## config.mk

```make
export PLATFORM = sky130hd
export DESIGN_NAME = haskell_string_unescape
export DESIGN_NICKNAME = d
export VERILOG_FILES = /design/src/hdl/hsu_pkg.sv /design/src/hdl/haskell_string_unescape.sv /design/src/hdl/hsu_front.sv /design/src/hdl/hsu_queue.sv /design/src/hdl/hsu_back.sv
export SDC_FILE = /design/constraint.sdc
export NUM_CORES = 1
export LEC_CHECK = 0
export ABC_CLOCK_PERIOD_IN_PS = 16500
export BUFFER_PORTS_ARGS = -buffer_cell sky130_fd_sc_hd__clkbuf_2
export CAP_MARGIN = 10
export CORE_MARGIN = 2
export CORE_UTILIZATION = 30
export CTS_BUF_LIST = sky130_fd_sc_hd__clkbuf_4 sky130_fd_sc_hd__clkbuf_8
export DETAILED_ROUTE_END_ITERATION = 10
export PLACE_DENSITY_LB_ADDON = 0.2
export SLEW_MARGIN = 0
export SYNTH_ARGS = -nofsm -noshare
export SYNTH_HDL_FRONTEND = slang
export SYNTH_SLANG_ARGS = --single-unit
```

## constraint.sdc

```tcl
create_clock -name clk -period 16.5 [get_ports clk]
set_input_delay 2.475 -clock clk [delete_from_list [all_inputs] [get_ports clk]]
set_output_delay 2.475 -clock clk [all_outputs]
set_load 0.02 [all_outputs]
```

## src/hdl/hsu_pkg.sv

```systemverilog
// Package for the escaped string decoder: word types, result codes and name tables.
package hsu_pkg;

	localparam int Q_DEPTH = 4;
	localparam int MAX_RES = 3;

	localparam logic [1:0] KIND_BYTE = 2'd0;
	localparam logic [1:0] KIND_ERR  = 2'd1;
	localparam logic [1:0] KIND_END  = 2'd2;

	localparam logic [7:0] CH_BACKSLASH = 8'h5C;
	localparam logic [7:0] CH_AMP       = 8'h26;
	localparam logic [7:0] CH_ZERO      = 8'h30;
	localparam logic [7:0] CH_ONE       = 8'h31;
	localparam logic [7:0] CH_NINE      = 8'h39;
	localparam logic [7:0] CH_UPPER_A   = 8'h41;
	localparam logic [7:0] CH_UPPER_Z   = 8'h5A;

	typedef struct packed {
		logic [7:0] ch;
		logic       last;
	} in_word_t;

	typedef struct packed {
		logic [1:0] kind;
		logic [7:0] value;
		logic       run_end;
	} out_word_t;

	typedef struct packed {
		logic [1:0] kind;
		logic [7:0] value;
	} result_t;

	// results caused by one character, res[0] first
	typedef struct packed {
		logic [1:0]                cnt;
		result_t [MAX_RES-1:0]     res;
	} bundle_t;

	typedef struct packed {
		logic full;
		logic empty;
	} q_status_t;

	typedef struct packed {
		logic       hit;
		logic [7:0] code;
	} lookup_t;

	function automatic lookup_t one_lookup(input logic [7:0] c);
		lookup_t r;
		r.hit = 1'b1;
		case (c)
			8'h30: r.code = 8'h00;
			8'h61: r.code = 8'h07;
			8'h62: r.code = 8'h08;
			8'h66: r.code = 8'h0C;
			8'h6E: r.code = 8'h0A;
			8'h72: r.code = 8'h0D;
			8'h74: r.code = 8'h09;
			8'h76: r.code = 8'h0B;
			8'h22: r.code = 8'h22;
			8'h27: r.code = 8'h27;
			8'h5C: r.code = 8'h5C;
			default: begin
				r.hit  = 1'b0;
				r.code = 8'h00;
			end
		endcase
		return r;
	endfunction

	function automatic lookup_t two_lookup(input logic [7:0] a, input logic [7:0] b);
		lookup_t r;
		r.hit = 1'b1;
		case ({a, b})
			16'h4253: r.code = 8'h08;
			16'h4854: r.code = 8'h09;
			16'h4C46: r.code = 8'h0A;
			16'h5654: r.code = 8'h0B;
			16'h4646: r.code = 8'h0C;
			16'h4352: r.code = 8'h0D;
			16'h534F: r.code = 8'h0E;
			16'h5349: r.code = 8'h0F;
			16'h454D: r.code = 8'h19;
			16'h4653: r.code = 8'h1C;
			16'h4753: r.code = 8'h1D;
			16'h5253: r.code = 8'h1E;
			16'h5553: r.code = 8'h1F;
			16'h5350: r.code = 8'h20;
			default: begin
				r.hit  = 1'b0;
				r.code = 8'h00;
			end
		endcase
		return r;
	endfunction

	function automatic logic three_prefix(input logic [7:0] a, input logic [7:0] b);
		logic r;
		case ({a, b}) inside
			16'h4E55, 16'h534F, 16'h5354, 16'h4554, 16'h454F, 16'h454E,
			16'h4143, 16'h4245, 16'h444C, 16'h4443, 16'h4E41, 16'h5359,
			16'h4341, 16'h5355, 16'h4553, 16'h4445: r = 1'b1;
			default: r = 1'b0;
		endcase
		return r;
	endfunction

	function automatic lookup_t three_lookup(input logic [7:0] a, input logic [7:0] b,
			input logic [7:0] c);
		lookup_t r;
		r.hit = 1'b1;
		case ({a, b, c})
			24'h4E554C: r.code = 8'h00;
			24'h534F48: r.code = 8'h01;
			24'h535458: r.code = 8'h02;
			24'h455458: r.code = 8'h03;
			24'h454F54: r.code = 8'h04;
			24'h454E51: r.code = 8'h05;
			24'h41434B: r.code = 8'h06;
			24'h42454C: r.code = 8'h07;
			24'h444C45: r.code = 8'h10;
			24'h444331: r.code = 8'h11;
			24'h444332: r.code = 8'h12;
			24'h444333: r.code = 8'h13;
			24'h444334: r.code = 8'h14;
			24'h4E414B: r.code = 8'h15;
			24'h53594E: r.code = 8'h16;
			24'h455442: r.code = 8'h17;
			24'h43414E: r.code = 8'h18;
			24'h535542: r.code = 8'h1A;
			24'h455343: r.code = 8'h1B;
			24'h44454C: r.code = 8'h7F;
			default: begin
				r.hit  = 1'b0;
				r.code = 8'h00;
			end
		endcase
		return r;
	endfunction

endpackage

```

## src/hdl/haskell_string_unescape.sv

```systemverilog
// Top level of the escaped string decoder: front end, bundle queue, back end.
//
// chr channel: one character word per cycle (ch, last); the block stalls it
// only when the bundle queue is full.
// res channel: one result word per cycle unless stalled (kind, value,
// run_end); run_end marks the final result caused by one character. A
// character that ends a string always yields an end word; after an error
// word the rest of the string is dropped up to its last character.
// Each character's results are registered in the bundle queue first.
// Throughput: one character per cycle while each yields at most one result
// and the receiver does not stall; the output side sends one word per cycle
// unless stalled, one per result, and the QDEPTH-bundle queue absorbs bursts.
// Reset clears the decoder state and empties the queue; no sweep follows.
// When the receiver stalls, the current word holds and the queue fills; once
// full, the chr channel stalls.
module haskell_string_unescape import hsu_pkg::*; #(
	parameter int QDEPTH = Q_DEPTH
) (
	input  logic      clk,
	input  logic      arst_n,
	input  logic      chr_valid,
	output logic      chr_stall,
	input  in_word_t  chr_word,
	output logic      res_valid,
	input  logic      res_stall,
	output out_word_t res_word
);

	logic      push, pop;
	bundle_t   bundle, head;
	q_status_t status;

	hsu_front u_front (
		.clk    (clk),
		.arst_n (arst_n),
		.valid  (chr_valid),
		.word   (chr_word),
		.q_full (status.full),
		.stall  (chr_stall),
		.push   (push),
		.bundle (bundle)
	);

	hsu_queue #(.DEPTH(QDEPTH)) u_queue (
		.clk     (clk),
		.arst_n  (arst_n),
		.push    (push),
		.wr_data (bundle),
		.pop     (pop),
		.head    (head),
		.status  (status)
	);

	hsu_back u_back (
		.clk    (clk),
		.arst_n (arst_n),
		.head   (head),
		.status (status),
		.stall  (res_stall),
		.valid  (res_valid),
		.word   (res_word),
		.pop    (pop)
	);

endmodule

```

## src/hdl/hsu_front.sv

```systemverilog
// Front end: accepts characters, runs the escape state machine, builds result bundles.
module hsu_front import hsu_pkg::*; (
	input  logic      clk,
	input  logic      arst_n,
	input  logic      valid,
	input  in_word_t  word,
	input  logic      q_full,
	output logic      stall,
	output logic      push,
	output bundle_t   bundle
);

	localparam logic [2:0] M_IDLE = 3'd0;
	localparam logic [2:0] M_ESC  = 3'd1;
	localparam logic [2:0] M_DEC  = 3'd2;
	localparam logic [2:0] M_L1   = 3'd3;
	localparam logic [2:0] M_L2   = 3'd4;

	logic [2:0] mode_q, mode_d;
	logic [7:0] acc_q, acc_d;
	logic [7:0] b0_q, b0_d;
	logic [7:0] b1_q, b1_d;
	logic       err_q, err_d;

	result_t [MAX_RES-1:0] res;
	logic [1:0] n;
	logic       plain;
	logic [7:0] c;
	logic       is_digit;
	lookup_t    one_r, two_c, two_h, two_f, three_r;
	logic       pre_r;
	logic       take;

	assign c     = word.ch;
	assign stall = q_full;
	assign take  = valid && !q_full;

	always_comb begin
		mode_d   = mode_q;
		acc_d    = acc_q;
		b0_d     = b0_q;
		b1_d     = b1_q;
		err_d    = err_q;
		res      = '0;
		n        = 2'd0;
		plain    = 1'b0;
		is_digit = (c >= CH_ZERO) && (c <= CH_NINE);
		one_r    = one_lookup(c);
		two_c    = two_lookup(b0_q, c);
		two_h    = two_lookup(b0_q, b1_q);
		three_r  = three_lookup(b0_q, b1_q, c);
		pre_r    = three_prefix(b0_q, c);
		if (!err_q) begin
			unique case (mode_q)
				M_ESC: begin
					if (c == CH_AMP) begin
						mode_d = M_IDLE;
					end else if ((c >= CH_ONE) && (c <= CH_NINE)) begin
						acc_d  = c - CH_ZERO;
						mode_d = M_DEC;
					end else if ((c >= CH_UPPER_A) && (c <= CH_UPPER_Z)) begin
						b0_d   = c;
						mode_d = M_L1;
					end else if (one_r.hit) begin
						res[n] = '{KIND_BYTE, one_r.code};
						n      = n + 2'd1;
						mode_d = M_IDLE;
					end else begin
						res[n] = '{KIND_ERR, 8'h00};
						n      = n + 2'd1;
						mode_d = M_IDLE;
						err_d  = 1'b1;
					end
				end
				M_DEC: begin
					if (is_digit) begin
						acc_d = {acc_q[4:0], 3'b000} + {acc_q[6:0], 1'b0} + (c - CH_ZERO);
					end else begin
						res[n] = '{KIND_BYTE, acc_q};
						n      = n + 2'd1;
						plain  = 1'b1;
					end
				end
				M_L1: begin
					if (pre_r) begin
						b1_d   = c;
						mode_d = M_L2;
					end else if (two_c.hit) begin
						res[n] = '{KIND_BYTE, two_c.code};
						n      = n + 2'd1;
						mode_d = M_IDLE;
					end else begin
						res[n] = '{KIND_ERR, 8'h00};
						n      = n + 2'd1;
						mode_d = M_IDLE;
						err_d  = 1'b1;
					end
				end
				M_L2: begin
					if (three_r.hit) begin
						res[n] = '{KIND_BYTE, three_r.code};
						n      = n + 2'd1;
						mode_d = M_IDLE;
					end else if (two_h.hit) begin
						res[n] = '{KIND_BYTE, two_h.code};
						n      = n + 2'd1;
						plain  = 1'b1;
					end else begin
						res[n] = '{KIND_ERR, 8'h00};
						n      = n + 2'd1;
						mode_d = M_IDLE;
						err_d  = 1'b1;
					end
				end
				default: plain = 1'b1;
			endcase
			if (plain) begin
				if (c == CH_BACKSLASH) begin
					mode_d = M_ESC;
				end else begin
					res[n] = '{KIND_BYTE, c};
					n      = n + 2'd1;
					mode_d = M_IDLE;
				end
			end
			// end of string: flush an open decimal or name escape; a lone backslash is dropped
			two_f = two_lookup(b0_d, b1_d);
			if (word.last && !err_d) begin
				if (mode_d == M_DEC) begin
					res[n] = '{KIND_BYTE, acc_d};
					n      = n + 2'd1;
				end else if (mode_d == M_L1 || (mode_d == M_L2 && !two_f.hit)) begin
					res[n] = '{KIND_ERR, 8'h00};
					n      = n + 2'd1;
					err_d  = 1'b1;
				end else if (mode_d == M_L2) begin
					res[n] = '{KIND_BYTE, two_f.code};
					n      = n + 2'd1;
				end
				mode_d = M_IDLE;
			end
		end else begin
			two_f = two_lookup(b0_q, b1_q);
		end
		if (word.last) begin
			res[n] = '{KIND_END, 8'h00};
			n      = n + 2'd1;
			mode_d = M_IDLE;
			acc_d  = 8'h00;
			b0_d   = 8'h00;
			b1_d   = 8'h00;
			err_d  = 1'b0;
		end
	end

	assign bundle.cnt = n;
	assign bundle.res = res;
	assign push       = take && (n != 2'd0);

	always_ff @(posedge clk or negedge arst_n) begin
		if (!arst_n) begin
			mode_q <= M_IDLE;
			acc_q  <= 8'h00;
			b0_q   <= 8'h00;
			b1_q   <= 8'h00;
			err_q  <= 1'b0;
		end else if (take) begin
			mode_q <= mode_d;
			acc_q  <= acc_d;
			b0_q   <= b0_d;
			b1_q   <= b1_d;
			err_q  <= err_d;
		end
	end

endmodule

```

## src/hdl/hsu_queue.sv

```systemverilog
// Short bundle queue between front and back ends.
module hsu_queue import hsu_pkg::*; #(
	parameter int DEPTH = Q_DEPTH
) (
	input  logic      clk,
	input  logic      arst_n,
	input  logic      push,
	input  bundle_t   wr_data,
	input  logic      pop,
	output bundle_t   head,
	output q_status_t status
);

	localparam int PW = (DEPTH > 1) ? $clog2(DEPTH) : 1;
	localparam int CW = $clog2(DEPTH + 1);
	localparam logic [PW-1:0] LAST_PTR = PW'(DEPTH - 1);
	localparam logic [CW-1:0] FULL_CNT = CW'(DEPTH);

	bundle_t       entries_q [DEPTH];
	logic [PW-1:0] wr_ptr_q, rd_ptr_q;
	logic [CW-1:0] count_q;

	assign head         = entries_q[rd_ptr_q];
	assign status.full  = (count_q == FULL_CNT);
	assign status.empty = (count_q == '0);

	always_ff @(posedge clk) begin
		if (push) begin
			entries_q[wr_ptr_q] <= wr_data;
		end
	end

	always_ff @(posedge clk or negedge arst_n) begin
		if (!arst_n) begin
			wr_ptr_q <= '0;
			rd_ptr_q <= '0;
			count_q  <= '0;
		end else begin
			if (push) begin
				wr_ptr_q <= (wr_ptr_q == LAST_PTR) ? '0 : wr_ptr_q + 1'b1;
			end
			if (pop) begin
				rd_ptr_q <= (rd_ptr_q == LAST_PTR) ? '0 : rd_ptr_q + 1'b1;
			end
			if (push && !pop) begin
				count_q <= count_q + 1'b1;
			end else if (pop && !push) begin
				count_q <= count_q - 1'b1;
			end
		end
	end

endmodule

```

## src/hdl/hsu_back.sv

```systemverilog
// Back end: walks the head bundle and sends its results one word per cycle unless stalled.
module hsu_back import hsu_pkg::*; (
	input  logic      clk,
	input  logic      arst_n,
	input  bundle_t   head,
	input  q_status_t status,
	input  logic      stall,
	output logic      valid,
	output out_word_t word,
	output logic      pop
);

	logic [1:0] idx_q;
	logic       last_one;
	logic       send;

	assign valid        = !status.empty;
	assign last_one     = (idx_q == head.cnt - 2'd1);
	assign send         = valid && !stall;
	assign pop          = send && last_one;
	assign word.kind    = head.res[idx_q].kind;
	assign word.value   = head.res[idx_q].value;
	assign word.run_end = last_one;

	always_ff @(posedge clk or negedge arst_n) begin
		if (!arst_n) begin
			idx_q <= 2'd0;
		end else if (send) begin
			idx_q <= last_one ? 2'd0 : idx_q + 2'd1;
		end
	end

endmodule

```

* Word-level counts from Yosys, hierarchy flattened
Memories as Yosys holds them, arrays and structs flattened. Cells that the tools add are included.
Cells by class: add/sub/neg operators 12, magnitude comparators 12, equal/unequal tests 101, muxes and demuxes 119, bitwise gates (word level) 6, reduce and logical (&&, ||, !) cells 33
Operator list (number):
- 16-bit by 15-bit equality test with 1-bit output, second input constant | 57
- 24-bit by 23-bit equality test with 1-bit output, second input constant | 20
- 30-bit 2-to-1 mux | 9
- 6-bit case mux with 14 select lines | 3
- 8-bit 2-to-1 mux | 20
- 7-bit case mux with 19 select lines | 1
- 10-bit 2-to-1 mux | 10
- 30-bit bitwise mux | 3
- 7-bit case mux with 10 select lines | 1
- 8-bit by 7-bit equality test with 1-bit output, second input constant | 8
- 10-bit demux with 2-bit select | 3
- 27-bit AND | 2
- 27-bit inverter | 2
- 14-bit OR reduction | 3
- 10-bit case mux with 4 select lines | 1
- 3-bit 2-to-1 mux | 12
- 8-bit by 6-bit equality test with 1-bit output, second input constant | 4
- 2-bit 2-to-1 mux | 16
- 1-bit 2-to-1 mux | 31
- 9-bit 2-to-1 mux | 3
- 10-bit binary-select mux with 2-bit select | 1
- 20-bit OR reduction | 1
- 8-bit adder | 2
- 8-bit by 6-bit >= comparator with 1-bit output, second input constant | 2
- 30 further kinds | 68
Word-level totals: register bits 37, memory bits (writable) 128, output and inout port bits 13, logic and storage cells 293, memories 1
Memory list:
- u_queue.entries_q | words 4, bits a word 32, rd ports 1, clocked after Yosys merged registers in 0, write ports 1, RTL line hsu_queue.sv:19 | bundle_t entries_q [DEPTH];

* Depth between registers and ports, before layout
depth after elaboration 26, gate-level depth with buffers 24, gate-level depth less buffers 22

* Hierarchy
From an unflattened synthesis, not the netlist that was laid out.
Second synthesis, totals: cells, all modules 934, area total of the unflattened synthesis 10490.1 um2
By module, submodules not included:
- hsu_queue | times used 1, cells an instance 205, area an instance 5081.1 um2, seq. area each 4018.9 um2
- hsu_front | times used 1, cells an instance 677, area an instance 5034.8 um2, seq. area each 700.7 um2
- hsu_back | times used 1, cells an instance 52, area an instance 374.1 um2, seq. area each 50.0 um2

* Worst setup path before layout
No wires, ideal clock.
path kind input to register, from input port chr_word[5] (netlist bit), to memory u_queue.entries_q[3][0] (netlist bit) (enable), setup time 392 ps, arrival 7509 ps, data required time 16108 ps, path slack 8599 ps, stages 19, path through clkbuf_1 -> inv_1 -> ha_1 -> and3b_1 -> clkbuf_1 -> a22oi_1 -> o32ai_1 -> nor4_1 -> a2111o_1 -> ha_1 -> mux2_4 -> ha_1 -> nand2b_1 -> a21o_1 -> ha_1 -> nor2_1 -> and2_1 -> a2111oi_4 -> and2_1
Between the ends: longest elaborated chain between the ends 24
RTL lines:
- start, declared | RTL line haskell_string_unescape.sv:23 | input in_word_t chr_word,
- branches (longest 16 deep; another with 8-bit by 7-bit >= comparator with 1-bit output)
- 2-bit 2-to-1 mux (*) | RTL line hsu_front.sv:128 | if (word.last && !err_d) begin
- 2-bit 2-to-1 mux (*) | RTL line hsu_front.sv:53 | if (!err_q) begin
- 2-bit by 1-bit adder with 2-bit output | RTL line hsu_front.sv:147 | n = n + 2'd1;
- 2-bit 2-to-1 mux (*) | RTL line hsu_front.sv:145 | if (word.last) begin
- 2-bit nonzero test (*) | RTL line hsu_front.sv:158 | assign push = take && (n != 2'd0);
- 1-bit logical AND (*) | RTL line hsu_front.sv:158
- named net push | RTL line haskell_string_unescape.sv:29 | logic push, pop;
- 1-bit 2-to-1 mux (*) | RTL line hsu_queue.sv:28 | if (push) begin
- 1-bit 2-to-1 mux (implied by the code) (*) | RTL line hsu_queue.sv:29 | entries_q[wr_ptr_q] <= wr_data;
- end, declared | RTL line hsu_queue.sv:19
Mark *: on every way through the listed nets, which the timed path passes. The select of a mux whose other input is x is not followed.

* Worst setup path after layout
from input port chr_word[4] (netlist bit), to register u_queue.count_q[2]
Between the ends: longest elaborated chain between the ends 25
RTL lines:
- branches (longest 16 deep; another with 8-bit by 7-bit >= comparator with 1-bit output)
- 2-bit 2-to-1 mux (*) | RTL line hsu_front.sv:128
- 2-bit 2-to-1 mux (*) | RTL line hsu_front.sv:53
- 2-bit by 1-bit adder with 2-bit output | RTL line hsu_front.sv:147
- 2-bit 2-to-1 mux (*) | RTL line hsu_front.sv:145
- 2-bit nonzero test (*) | RTL line hsu_front.sv:158
- 1-bit logical AND (*) | RTL line hsu_front.sv:158
- named net push | RTL line haskell_string_unescape.sv:29
- 1-bit logical NOT | RTL line hsu_queue.sv:47 | end else if (pop && !push) begin
- 1-bit logical AND | RTL line hsu_queue.sv:47
- 2-bit nonzero test (no source line)
- end signal, assigned | RTL line hsu_queue.sv:46 | count_q <= count_q + 1'b1;
- end signal, assigned | RTL line hsu_queue.sv:48 | count_q <= count_q - 1'b1;
- end, declared | RTL line hsu_queue.sv:21 | logic [CW-1:0] count_q;
Marked as above. A chain may end at the register's enable or synchronous reset.

==> metrics.txt <==
status=complete, no violations; Final min period=8.28 ns; Routed WL per cell=22.4 um; Final Hold Fails=0; register area share after synthesis=47.2%; FF-to-FF Start=u_front.b0_q[2]; Worst Skew=approximately 0.022 ns; top-area cell type share of the netlist area=38.0%; Comb pwr share=31.1%; Worst setup EP type=flip-flop; Die X=188 um; Ports=26; total CTS buffers=17; WS Path Type=in -> reg; Synth async-reset ratio=22.4%; Setup crit start kind=input pin; Die Y=roughly 190 um; R2R Path End=u_queue.count_q[2]; Syn Nets=~960; hold depth=1; CP peak stage delay=0.95 ns; die area=0.0352 mm^2; end of the critical path=u_queue.count_q[2]; clock buffer depth=2; Worst Setup SP=chr_word[4]; WL final=30800 um; Int Power=800 uW; fin crit share=50.2%; CTS hold repair buffers=0; most frequent cells in the layout=128 x edfxtp_1, 71 x nand2_1, 48 x nor2_1, 46 x inv_1, 36 x dfrtp_1; Critical Path RT=16.87 ns; CP max FO=34; r2r setup slk=10.08 ns; RSZ-0062 raised after global routing=no; critical path, cell by cell=clkbuf_2 -> nor4_1 -> a21boi_0 -> o22ai_1 -> nor3b_2 -> a2111o_1 -> ha_1 -> mux2_4 -> ha_1 -> nand2b_1 -> a21o_1 -> ha_1 -> nor2_1 -> and2_1 -> a2111oi_4 -> ha_1 -> inv_1 -> fa_1 -> xor2_1 -> nor2_1 -> xor2_1; Residual DRC=0; Worst Reg-to-Reg Cells=20; Syn Std Cell Area=just over 0.01 mm^2; Mapped Cells=914; Yosys warnings=0; VDD IR-drop max=~0.000056 V; Starting Density=30.3%; Critical Path AT=8.65 ns; power share of the clock group=22.3%; dpl hpwl=22100 um; Worst-path clk slew=0.09 ns; P_sw=420 uW; Crit path top cell by count=ha_1; Layout Nets=roughly 960; critical path's slowest cell=nor4_1; EDFF count, synth=128; setup TNS=0 ns; Leak=0.00376 uW; Slew Limit Fails=0; Total GRT Usage=17.6%; worst hold start=u_queue.count_q[2]; Synth Flop Type=edfxtp_1; Std-Cell Rows=67; vias per std cell=5.60; PortBufs=25; TritonCTS sink count=165; worst skew pair latency=0.45 ns; H-tree depth=4; Switching Fraction=34.5%; commonest non-fill, non-tap cell in the layout=edfxtp_1; # setup viols final=0; largest net degree at the start of global routing=38; antenna diode count=0; vias in the first global route=7587; fill count=3470; Area Growth Syn to Fin=9.45%; routability cong.=0.929; first-pass GRT wire length=47100 um; Max Clock Freq=between 0.1 and 0.15 GHz; register bit total from synthesis=165; max_cap viols=0; Least-Margin Pin Slew=1.17 ns; Core Area=about 0.033 mm^2; ratio of cells with drive above 1 in the final layout=15.1%; sequential share of power=46.6%; ANT nets after route=0; CTS tree=built; First DRT Iteration DRCs=593; post-CTS setup buffers=0; via count=7696; total gr overflow=0; Root Buffer Master=clkbuf_8; final cell count without fillers=1375; Hold Path Class=reg -> reg; Synth area leaders=edfxtp_1 38%, dfrtp_1 9.2%, mux4_2 7.1%; post-synth top area cell=edfxtp_1; DR pass1 iterations=7; post-cts resize count=0; worst rel slew slack=21.5%; number of distinct library cells after synthesis=80; Placed Instances=1343; average size of a mapped cell=11.1 um^2; initial antenna violation count=0; Power Density=110 mW/mm^2
power by group through the flow:
stage,Clock [uW],Sequential [uW],Combinational [uW]
2_1_floorplan,0,553,304
3_3_place_gp,0,579,389
3_5_place_dp,0,580,391
4_1_cts,285,571,391
5_1_grt,302,577,422
6_report,273,569,379
worst min-delay path by stage:
stage	to
after global placement	u_queue.count_q[2]
after CTS	u_queue.count_q[2]
after detailed placement	u_queue.count_q[2]
after global routing	u_queue.count_q[2]
after floorplan	u_queue.count_q[2]
final	u_queue.count_q[2]
through the flow:
stage / cell area [um^2] / utilization (%) / hold slack, ns / power, uW / setup slack (ns)
after floorplan: 10100 / - / 0.456 / 857 / 8.60
after global placement: 10700 / 32.1 / 0.478 / 968 / 7.88
after detailed placement: 10700 / 32.1 / 0.482 / 971 / 7.75
after CTS: 11100 / 33.1 / 0.500 / 1250 / 8.20
after global routing: 11100 / 33.1 / 0.520 / 1300 / 7.57
final: 11100 / 33.1 / 0.503 / 1220 / 8.22
per-layer routing:
layer / global-route usage, % / part of all wire, %
met5: 0 / 0
met4: 7.87 / 3.9
met3: 2.17 / 3.8
met2: 28.5 / 47
met1: 23.6 / 45
flip-flops by register name, indices dropped and copies added, names as in the netlist:
name / flops
u_front.err_q: 1
u_back.idx_q: 2
u_queue.wr_ptr_q: 2
u_front.b0_q: 8
u_queue.entries_q: 128
u_front.acc_q: 8
u_queue.count_q: 3
u_front.mode_q: 3
u_queue.rd_ptr_q: 2
u_front.b1_q: 8
synth_stat cells, types with 8 or more instances:
master / n
o22ai_1: 14
nor2b_1: 12
buf_1: 10
or4_1: 9
nor4bb_1: 13
dfrtp_1: 37
a22o_1: 20
and2_1: 17
mux2i_1: 16
nand2b_1: 13
xnor2_1: 12
inv_1: 46
nand3_1: 24
nand3b_1: 8
clkbuf_1: 42
nor3b_1: 8
nor2_1: 48
nand4_1: 23
a31oi_1: 9
nor3_1: 31
mux4_2: 32
nand2_1: 71
edfxtp_1: 128
ha_1: 24
buf_2: 8
o21ai_0: 32
nor4b_1: 11
nor4_1: 14
a21oi_1: 34
a21o_1: 11
worst max-delay path, delay by kind of cell:
| family | cells | cell delay (ns) |
|---|---|---|
| compound gates | 5 | 1.49 |
| xor+xnor | 2 | 0.30 |
| simple gates | 6 | 2.00 |
| buf+inv | 2 | 0.52 |
| fa+ha+maj | 5 | 1.54 |
| mux | 1 | 0.32 |
cell type report:
cell class	instances	area [um^2]	area share (%)
well taps	448	561	5.07
clock inverters	14	115	1.04
flip-flops and latches	165	4770	43.1
repair buffers	42	253	2.29
clock buffers	18	241	2.18
multi-input cells	642	4950	44.7
inverters	46	173	1.56
kinds of logic (layout without fill, tap and decap cells):
family | count (synthesis) | count (layout) | synth area share [%]
compound gates | 197 | 197 | 13.9
xor+xnor | 19 | 19 | 1.65
fa+ha+maj | 30 | 30 | 4.16
buf+inv | 107 | 120 | 4.11
flops | 165 | 165 | 47.2
mux | 54 | 54 | 9.42
simple gates | 342 | 342 | 19.5
Note: power is estimated with default switching activity, not from simulation.
